[src/sv/sha1_pkg.sv]
`timescale 1ns / 1ps
`default_nettype none

package sha1_pkg;

  // initial chaining values
  localparam logic [31:0] H0 = 32'h67452301;
  localparam logic [31:0] H1 = 32'hEFCDAB89;
  localparam logic [31:0] H2 = 32'h98BADCFE;
  localparam logic [31:0] H3 = 32'h10325476;
  localparam logic [31:0] H4 = 32'hC3D2E1F0;

  // round constants
  localparam logic [31:0] K0 = 32'h5A827999;
  localparam logic [31:0] K1 = 32'h6ED9EBA1;
  localparam logic [31:0] K2 = 32'h8F1BBCDC;
  localparam logic [31:0] K3 = 32'hCA62C1D6;

  // round counter and block geometry
  localparam int unsigned RND_W      = 7;
  localparam logic [6:0]  LAST_ROUND = 7'd79;
  localparam logic [5:0]  FILL_FULL  = 6'd63;
  localparam logic [5:0]  PAD_FILL   = 6'd56;
  localparam logic [2:0]  LAST_IDX   = 3'd4;
  localparam logic [7:0]  PAD_MARK   = 8'h80;

  // working variables a..e
  typedef struct packed {
    logic [31:0] a;
    logic [31:0] b;
    logic [31:0] c;
    logic [31:0] d;
    logic [31:0] e;
  } sha1_vars_t;

  typedef enum logic [5:0] {
    ST_IDLE  = 6'b000001,
    ST_PAD   = 6'b000010,
    ST_LEN   = 6'b000100,
    ST_ROUND = 6'b001000,
    ST_ADD   = 6'b010000,
    ST_OUT   = 6'b100000
  } sha1_state_t;

endpackage

`default_nettype wire

[src/sv/sha1_hash_engine.sv]
`timescale 1ns / 1ps
`default_nettype none

// Streaming SHA-1 engine.
// Input channel in_*: one word per message byte. in_tdata[7:0] is the byte,
// in_tuser says the byte is present, in_tlast ends the message (with or
// without a byte, so an empty message is a bare tlast word).
// Output channel out_*: five digest words per message, most significant
// first; out_tdata[31:0] is the word, out_tdata[34:32] its index, out_tlast
// marks the fifth word.
// Flow: a byte that does not complete a 64-byte block is absorbed and the
// engine stays idle. A byte that completes a block is absorbed, then the block
// runs through the single shared round unit (one round per cycle) and is
// added into the chaining words. A last word then pads one byte per cycle
// (held while a full block is compressed), length bytes included, with an
// idle step before the length; one or two compressions precede the digest.
// in_tready is high only while the engine is idle; it is low while the
// digest waits, so a stalled receiver simply holds the engine in the output
// phase with the current word stable. After the fifth word is taken the
// engine re-initializes and accepts the next message.
// Reset (rst_n low, synchronous) restores the initial chaining words and
// clears the bit count and block fill; there is no clearing pass.

module sha1_hash_engine (
  input  logic        clk,
  input  logic        rst_n,
  input  logic        in_tvalid,
  output logic        in_tready,
  input  logic [7:0]  in_tdata,   // data_byte[7:0]
  input  logic        in_tuser,   // has_byte
  input  logic        in_tlast,   // is_last
  output logic        out_tvalid,
  input  logic        out_tready,
  output logic [39:0] out_tdata,  // digest_word[31:0], word_index[34:32], zero[39:35]
  output logic        out_tlast   // last_word
);
  import sha1_pkg::*;

  sha1_state_t state_r, state_nxt;
  logic [5:0]  fill_r;
  logic [23:0] acc_r;
  logic [31:0] w_r [16];
  sha1_vars_t  vars_r;
  sha1_vars_t  vars_step;
  logic [31:0] w_new;
  logic [31:0] chain_r [5];
  logic [63:0] bit_cnt_r;
  logic [6:0]  rnd_r, rnd_nxt;
  logic [2:0]  len_cnt_r, len_cnt_nxt;
  logic [2:0]  len_sel;
  logic        pad_first_r, pad_first_nxt;
  logic        ending_r, ending_nxt;
  logic        len_sent_r, len_sent_nxt;
  logic [2:0]  out_idx_r, out_idx_nxt;
  logic        in_fire;
  logic        out_fire;
  logic        absorb;
  logic [7:0]  abs_byte;
  logic        block_full;
  logic        reinit;
  logic [31:0] out_word;

  assign in_tready = (state_r == ST_IDLE);
  assign in_fire   = in_tvalid && in_tready;
  assign out_tvalid = (state_r == ST_OUT);
  assign out_fire  = out_tvalid && out_tready;

  // length bytes go out most significant first
  assign len_sel = 3'd7 - len_cnt_r;

  // shared round unit
  sha1_round u_round (
    .rnd_i   (rnd_r),
    .vars_i  (vars_r),
    .w0_i    (w_r[0]),
    .w2_i    (w_r[2]),
    .w8_i    (w_r[8]),
    .w13_i   (w_r[13]),
    .vars_o  (vars_step),
    .w_new_o (w_new)
  );

  // sequencer
  always_comb begin
    state_nxt     = state_r;
    rnd_nxt       = rnd_r;
    len_cnt_nxt   = len_cnt_r;
    pad_first_nxt = pad_first_r;
    ending_nxt    = ending_r;
    len_sent_nxt  = len_sent_r;
    out_idx_nxt   = out_idx_r;
    absorb        = 1'b0;
    abs_byte      = 8'h00;
    reinit        = 1'b0;
    case (state_r)
      ST_IDLE: begin
        if (in_fire) begin
          if (in_tuser) begin
            absorb   = 1'b1;
            abs_byte = in_tdata;
          end
          if (in_tlast) begin
            ending_nxt    = 1'b1;
            pad_first_nxt = 1'b1;
          end
          if (in_tuser && (fill_r == FILL_FULL)) begin
            state_nxt = ST_ROUND;
          end else if (in_tlast) begin
            state_nxt = ST_PAD;
          end
        end
      end
      ST_PAD: begin
        if (pad_first_r || (fill_r != PAD_FILL)) begin
          absorb        = 1'b1;
          abs_byte      = pad_first_r ? PAD_MARK : 8'h00;
          pad_first_nxt = 1'b0;
          if (fill_r == FILL_FULL) begin
            state_nxt = ST_ROUND;
          end
        end else begin
          state_nxt   = ST_LEN;
          len_cnt_nxt = 3'd0;
        end
      end
      ST_LEN: begin
        absorb      = 1'b1;
        abs_byte    = bit_cnt_r[{len_sel, 3'b000} +: 8];
        len_cnt_nxt = len_cnt_r + 3'd1;
        if (fill_r == FILL_FULL) begin
          state_nxt    = ST_ROUND;
          len_sent_nxt = 1'b1;
        end
      end
      ST_ROUND: begin
        rnd_nxt = rnd_r + 7'd1;
        if (rnd_r == LAST_ROUND) begin
          state_nxt = ST_ADD;
        end
      end
      ST_ADD: begin
        if (len_sent_r) begin
          state_nxt   = ST_OUT;
          out_idx_nxt = 3'd0;
        end else if (ending_r) begin
          state_nxt = ST_PAD;
        end else begin
          state_nxt = ST_IDLE;
        end
      end
      ST_OUT: begin
        if (out_fire) begin
          if (out_idx_r == LAST_IDX) begin
            state_nxt    = ST_IDLE;
            reinit       = 1'b1;
            ending_nxt   = 1'b0;
            len_sent_nxt = 1'b0;
          end else begin
            out_idx_nxt = out_idx_r + 3'd1;
          end
        end
      end
      default: begin
        state_nxt = ST_IDLE;
      end
    endcase
    if (absorb && (fill_r == FILL_FULL)) begin
      rnd_nxt = 7'd0;
    end
  end

  assign block_full = absorb && (fill_r == FILL_FULL);

  // control registers
  always_ff @(posedge clk) begin
    if (!rst_n) begin
      state_r     <= ST_IDLE;
      rnd_r       <= 7'd0;
      len_cnt_r   <= 3'd0;
      pad_first_r <= 1'b0;
      ending_r    <= 1'b0;
      len_sent_r  <= 1'b0;
      out_idx_r   <= 3'd0;
    end else begin
      state_r     <= state_nxt;
      rnd_r       <= rnd_nxt;
      len_cnt_r   <= len_cnt_nxt;
      pad_first_r <= pad_first_nxt;
      ending_r    <= ending_nxt;
      len_sent_r  <= len_sent_nxt;
      out_idx_r   <= out_idx_nxt;
    end
  end

  // message state: fill, bit count, chaining words
  always_ff @(posedge clk) begin
    if (!rst_n || reinit) begin
      fill_r     <= 6'd0;
      bit_cnt_r  <= 64'd0;
      chain_r[0] <= H0;
      chain_r[1] <= H1;
      chain_r[2] <= H2;
      chain_r[3] <= H3;
      chain_r[4] <= H4;
    end else begin
      if (absorb) begin
        fill_r <= fill_r + 6'd1;
      end
      if (in_fire && in_tuser) begin
        bit_cnt_r <= bit_cnt_r + 64'd8;
      end
      if (state_r == ST_ADD) begin
        chain_r[0] <= chain_r[0] + vars_r.a;
        chain_r[1] <= chain_r[1] + vars_r.b;
        chain_r[2] <= chain_r[2] + vars_r.c;
        chain_r[3] <= chain_r[3] + vars_r.d;
        chain_r[4] <= chain_r[4] + vars_r.e;
      end
    end
  end

  // byte packing and schedule shift line
  always_ff @(posedge clk) begin
    if (absorb) begin
      acc_r <= {acc_r[15:0], abs_byte};
    end
    if (absorb && (fill_r[1:0] == 2'b11)) begin
      for (int i = 0; i < 15; i++) begin
        w_r[i] <= w_r[i+1];
      end
      w_r[15] <= {acc_r, abs_byte};
    end else if (state_r == ST_ROUND) begin
      for (int i = 0; i < 15; i++) begin
        w_r[i] <= w_r[i+1];
      end
      w_r[15] <= w_new;
    end
  end

  // working variables: load from chain at block start, then one round a cycle
  always_ff @(posedge clk) begin
    if (block_full) begin
      vars_r.a <= chain_r[0];
      vars_r.b <= chain_r[1];
      vars_r.c <= chain_r[2];
      vars_r.d <= chain_r[3];
      vars_r.e <= chain_r[4];
    end else if (state_r == ST_ROUND) begin
      vars_r <= vars_step;
    end
  end

  // digest word select
  always_comb begin
    case (out_idx_r)
      3'd0:    out_word = chain_r[0];
      3'd1:    out_word = chain_r[1];
      3'd2:    out_word = chain_r[2];
      3'd3:    out_word = chain_r[3];
      default: out_word = chain_r[4];
    endcase
  end

  assign out_tdata = {5'b00000, out_idx_r, out_word};
  assign out_tlast = (out_idx_r == LAST_IDX);

endmodule

`default_nettype wire

[src/sv/sha1_round.sv]
`timescale 1ns / 1ps
`default_nettype none

module sha1_round (
  input  logic [sha1_pkg::RND_W-1:0] rnd_i,
  input  sha1_pkg::sha1_vars_t       vars_i,
  input  logic [31:0]                w0_i,
  input  logic [31:0]                w2_i,
  input  logic [31:0]                w8_i,
  input  logic [31:0]                w13_i,
  output sha1_pkg::sha1_vars_t       vars_o,
  output logic [31:0]                w_new_o
);
  import sha1_pkg::*;

  logic [31:0] f;
  logic [31:0] k;
  logic [31:0] t;
  logic [31:0] x;

  // round function and constant by round group
  always_comb begin
    if (rnd_i inside {[7'd0:7'd19]}) begin
      f = (vars_i.b & vars_i.c) | (~vars_i.b & vars_i.d);
      k = K0;
    end else if (rnd_i inside {[7'd20:7'd39]}) begin
      f = vars_i.b ^ vars_i.c ^ vars_i.d;
      k = K1;
    end else if (rnd_i inside {[7'd40:7'd59]}) begin
      f = (vars_i.b & vars_i.c) | (vars_i.b & vars_i.d) | (vars_i.c & vars_i.d);
      k = K2;
    end else begin
      f = vars_i.b ^ vars_i.c ^ vars_i.d;
      k = K3;
    end
  end

  // temp sum and variable rotation
  assign t = {vars_i.a[26:0], vars_i.a[31:27]} + f + vars_i.e + w0_i + k;

  always_comb begin
    vars_o.a = t;
    vars_o.b = vars_i.a;
    vars_o.c = {vars_i.b[1:0], vars_i.b[31:2]};
    vars_o.d = vars_i.c;
    vars_o.e = vars_i.d;
  end

  // schedule expansion word, sixteen ahead of the current one
  assign x       = w13_i ^ w8_i ^ w2_i ^ w0_i;
  assign w_new_o = {x[30:0], x[31]};

endmodule

`default_nettype wire

[config.mk]
export PLATFORM = sky130hd
export DESIGN_NAME = sha1_hash_engine
export DESIGN_NICKNAME = d
export VERILOG_FILES = /design/src/sv/sha1_pkg.sv /design/src/sv/sha1_hash_engine.sv /design/src/sv/sha1_round.sv
export SDC_FILE = /design/constraint.sdc
export NUM_CORES = 2
export LEC_CHECK = 0
export ABC_AREA = 1
export BUFFER_PORTS_ARGS = -buffer_cell sky130_fd_sc_hd__buf_4
export CAP_MARGIN = 25
export CELL_PAD_IN_SITES_DETAIL_PLACEMENT = 1
export CELL_PAD_IN_SITES_GLOBAL_PLACEMENT = 1
export CORE_UTILIZATION = 50
export CTS_CLUSTER_DIAMETER = 200
export CTS_CLUSTER_SIZE = 24
export DETAILED_ROUTE_END_ITERATION = 7
export PLACE_DENSITY = 0.92
export RECOVER_POWER = 100
export SYNTH_ARGS = -nofsm -noshare
export SYNTH_HDL_FRONTEND = slang
export SYNTH_HIERARCHICAL = 1
export SYNTH_SLANG_ARGS = --single-unit
[constraint.sdc]
create_clock -name clk -period 17 [get_ports clk]
set_clock_uncertainty 0.05 [all_clocks]
set_input_delay 0.85 -clock clk [delete_from_list [all_inputs] [get_ports clk]]
set_output_delay 0.85 -clock clk [all_outputs]
set_load 0.01 [all_outputs]
==> reports/summary.txt <==
status -> finished, violations left
failing checks -> capacitance limit, slew limit
Std-Cell Rows -> 120
combinational power share -> 0.049
R2R setup slack -> 6.12 ns
Worst Path Max Fanout -> 188
Synth Flop Type -> edfxtp_1
Hold Vio Cnt, Final -> 0
Starting Density -> 0.505
Slew Limit Fails -> 635
Pint -> 3.09 mW
sequential-to-total area share from yosys stat -> 0.509
cts bufs inserted -> 45
Syn Inst Count -> 5,984
Synth top area share -> 0.476
chip height -> 331 um
total grt overflow -> 0
maximum vdd ir drop -> 116 uV
FMAX -> 91.9 MHz
Setup-failing EPs final -> 0
routability cong. -> 1.04
cell with the most instances after synthesis -> nand2_1
# clock sinks -> 945
sw power -> 938 uW
CP endpoint kind -> register
die area -> 0.109 mm^2
Hold EP -> w_r[0][103]
static leakage -> 23.0 nW
Clk network pwr share -> 0.315
clk slew on worst S/H paths -> 0.12 ns
Yosys top cell by area -> edfxtp_1
Post-synth EDFFs -> 856
routed wire length -> 185,000 um
PortBufs -> 51
Setup TNS -> 0 ns
vias per cell -> 5.93
Slew HR -> -1.60
drt initial violations -> 4,385
clk_lat worst skew -> 0.72 ns
core box area -> 0.107 mm^2
largest net degree at the start of global routing -> 189
# DRC -> 0
RSZ-0062 raised after global routing -> no
synthesized area -> 0.0540 mm^2
Sw Share -> 0.233
RR Endpoint -> w_r[0][254]
root buffer cell -> clkbuf_16
PD cells -> 71.9 mW/mm^2
FILL cells -> 12.4k
period utilization -> 0.640
io pins -> 57
beginning of the worst hold path -> w_r[0][135]
DRT antenna net count -> 0
ranking of synthesized cells by area -> edfxtp_1 (48%), nand2_1 (11%), inv_1 (5.7%), ha_1 (4.7%), fa_1 (4.6%)
Worst Hold Class -> register to register
R2R depth -> 11
CP required -> 17.27 ns
async set-or-reset flop fraction in the synthesized netlist -> 0
Hold WS -> 0.324 ns
Commonest cells post-synth -> nand2_1 (1,646), edfxtp_1 (856), inv_1 (819), nor2_1 (561), nand3_1 (366)
post-synthesis cell type count -> 51
Hold Crit Depth -> 0
maximum root-to-sink buffer count -> 3
total power draw -> 4.03 mW
final net count -> 6,213
worst r2r src -> state_r[5]
HPWL after DPL -> 143,000 um
Seq pwr share -> 0.635
DR WL/cell -> 25.4 um
DIE WIDTH -> 331 um
#FFs+latches synth -> 945
syn_area_per_cell -> 9.03 um^2
Least-Margin Pin Slew -> 3.90 ns
iteration count of the initial detailed-routing pass -> 5
setup bufs post-CTS -> 0
crit start category -> register
H-tree Lvls -> 2
DR vias -> 43.2k
MaxCap Viol Count -> 15
Layout area overhead -> 3.73%
CP arrival -> 11.15 ns
number of global-route vias before repair -> 44.7k
layout cells sized above 1 -> 0.0265
CTS tree -> done
first-pass GRT wire length -> 274,000 um
critical path class -> register to register
CTS hold repair buffers -> 0
PostCTS Resize Cnt -> 0
Warnings, synthesis -> 6
post-layout minimum cycle time -> 10.88 ns
global-route usage over all layers -> 0.338
initial antenna violation count -> 5
worst max-delay path by stage:
stage | start | end | slack (ns) | cells past startpoint
floorplan | in_tvalid | w_r[0][0] | 3.35 | 7
global placement | in_tvalid | w_r[0][113] | 10.95 | 10
detailed placement | in_tvalid | w_r[1][21] | 10.72 | 10
CTS | state_r[4] | w_r[1][21] | 10.93 | 10
global route | state_r[5] | w_r[0][113] | 5.59 | 11
finish | state_r[5] | w_r[0][254] | 6.12 | 11
per-layer routing:
metal | share of wire | GRT usage | vias up
li1 | - | - | 19262
met1 | 0.38 | 0.413 | 21211
met2 | 0.46 | 0.554 | 2015
met3 | 0.078 | 0.0562 | 693
met4 | 0.080 | 0.224 | 8
met5 | 0.00032 | 0 | -
power by group through the flow:
stage               Combinational, mW  Clock (mW)  Sequential [mW]
CTS                             0.199        1.28             2.56
global placement                0.188           0             2.61
detailed placement              0.198           0             2.61
global route                    0.216        1.33             2.56
finish                          0.199        1.27             2.56
floorplan                       0.129           0             2.61
stage by stage:
step	instance area, um^2	util	std cells	setup slack, ns
CTS	56200	0.525	7283	10.93
floorplan	54000	-	5988	3.35
finish	56000	0.524	7289	6.12
global route	56000	0.523	7286	5.59
detailed placement	54900	0.513	7224	10.72
global placement	54900	0.513	7223	10.95
registers in the layout, summed over array words and instances, names as in the netlist:
name	flops
acc_r	24
bit_cnt_r	61
chain_r	160
ending_r	1
fill_r	6
len_cnt_r	3
len_sent_r	1
out_idx_r	3
pad_first_r	1
rnd_r	7
state_r	6
vars_r	160
w_r	512
worst max-delay path: stages (launching register included):
cell and delay [ns]:
dfxtp_1 0.36, nor2_1 0.40, nand3_1 0.28, nor2_1 1.26
inv_1 0.46, nand3_4 0.19, clkbuf_1 2.68, nand2_1 2.12
nand2_4 1.02, buf_12 0.71, buf_4 0.40, buf_16 0.36
cells by family after synthesis:
group,share of synthesized area
buffers and inverters,0.0859
AO/OA/AOI/OAI,0.0725
flip-flops,0.509
adder cells (fa/ha/maj),0.0933
AND/OR/NAND/NOR,0.212
other,0.0000694
XOR/XNOR,0.0271
layout make-up:
cell class,instances,area [um^2],area share
Timing Repair Buffer,81,497,0.00886
Sequential cell,945,27500,0.490
Inverter,833,3130,0.0558
Antenna cell,3,7.51,0.000134
Clock buffer,56,1190,0.0212
Clock inverter,3,76.3,0.00136
Tap cell,1403,1760,0.0313
Multi-Input combinational cell,3965,21900,0.391
layout by cell type, fill, tap and decap left out, types with 10 or more instances in the layout:
cell / synthesis / routed
nand2_1: 1646 / 1645
edfxtp_1: 856 / 856
inv_1: 819 / 822
nor2_1: 561 / 561
nand3_1: 366 / 367
a21oi_1: 285 / 285
o21ai_0: 173 / 215
ha_1: 203 / 203
fa_1: 125 / 125
dfxtp_1: 89 / 89
xor2_1: 88 / 88
xnor2_1: 79 / 79
nor3_1: 67 / 69
clkbuf_1: 54 / 59
clkbuf_16: 0 / 46
a221oi_1: 38 / 38
nand4_1: 35 / 35
o22ai_1: 33 / 33
or2_2: 33 / 33
o21bai_1: 30 / 30
a211oi_1: 28 / 28
buf_4: 137 / 28
nor3b_1: 22 / 22
o21a_1: 10 / 10
(Power assumes the default switching activity.)
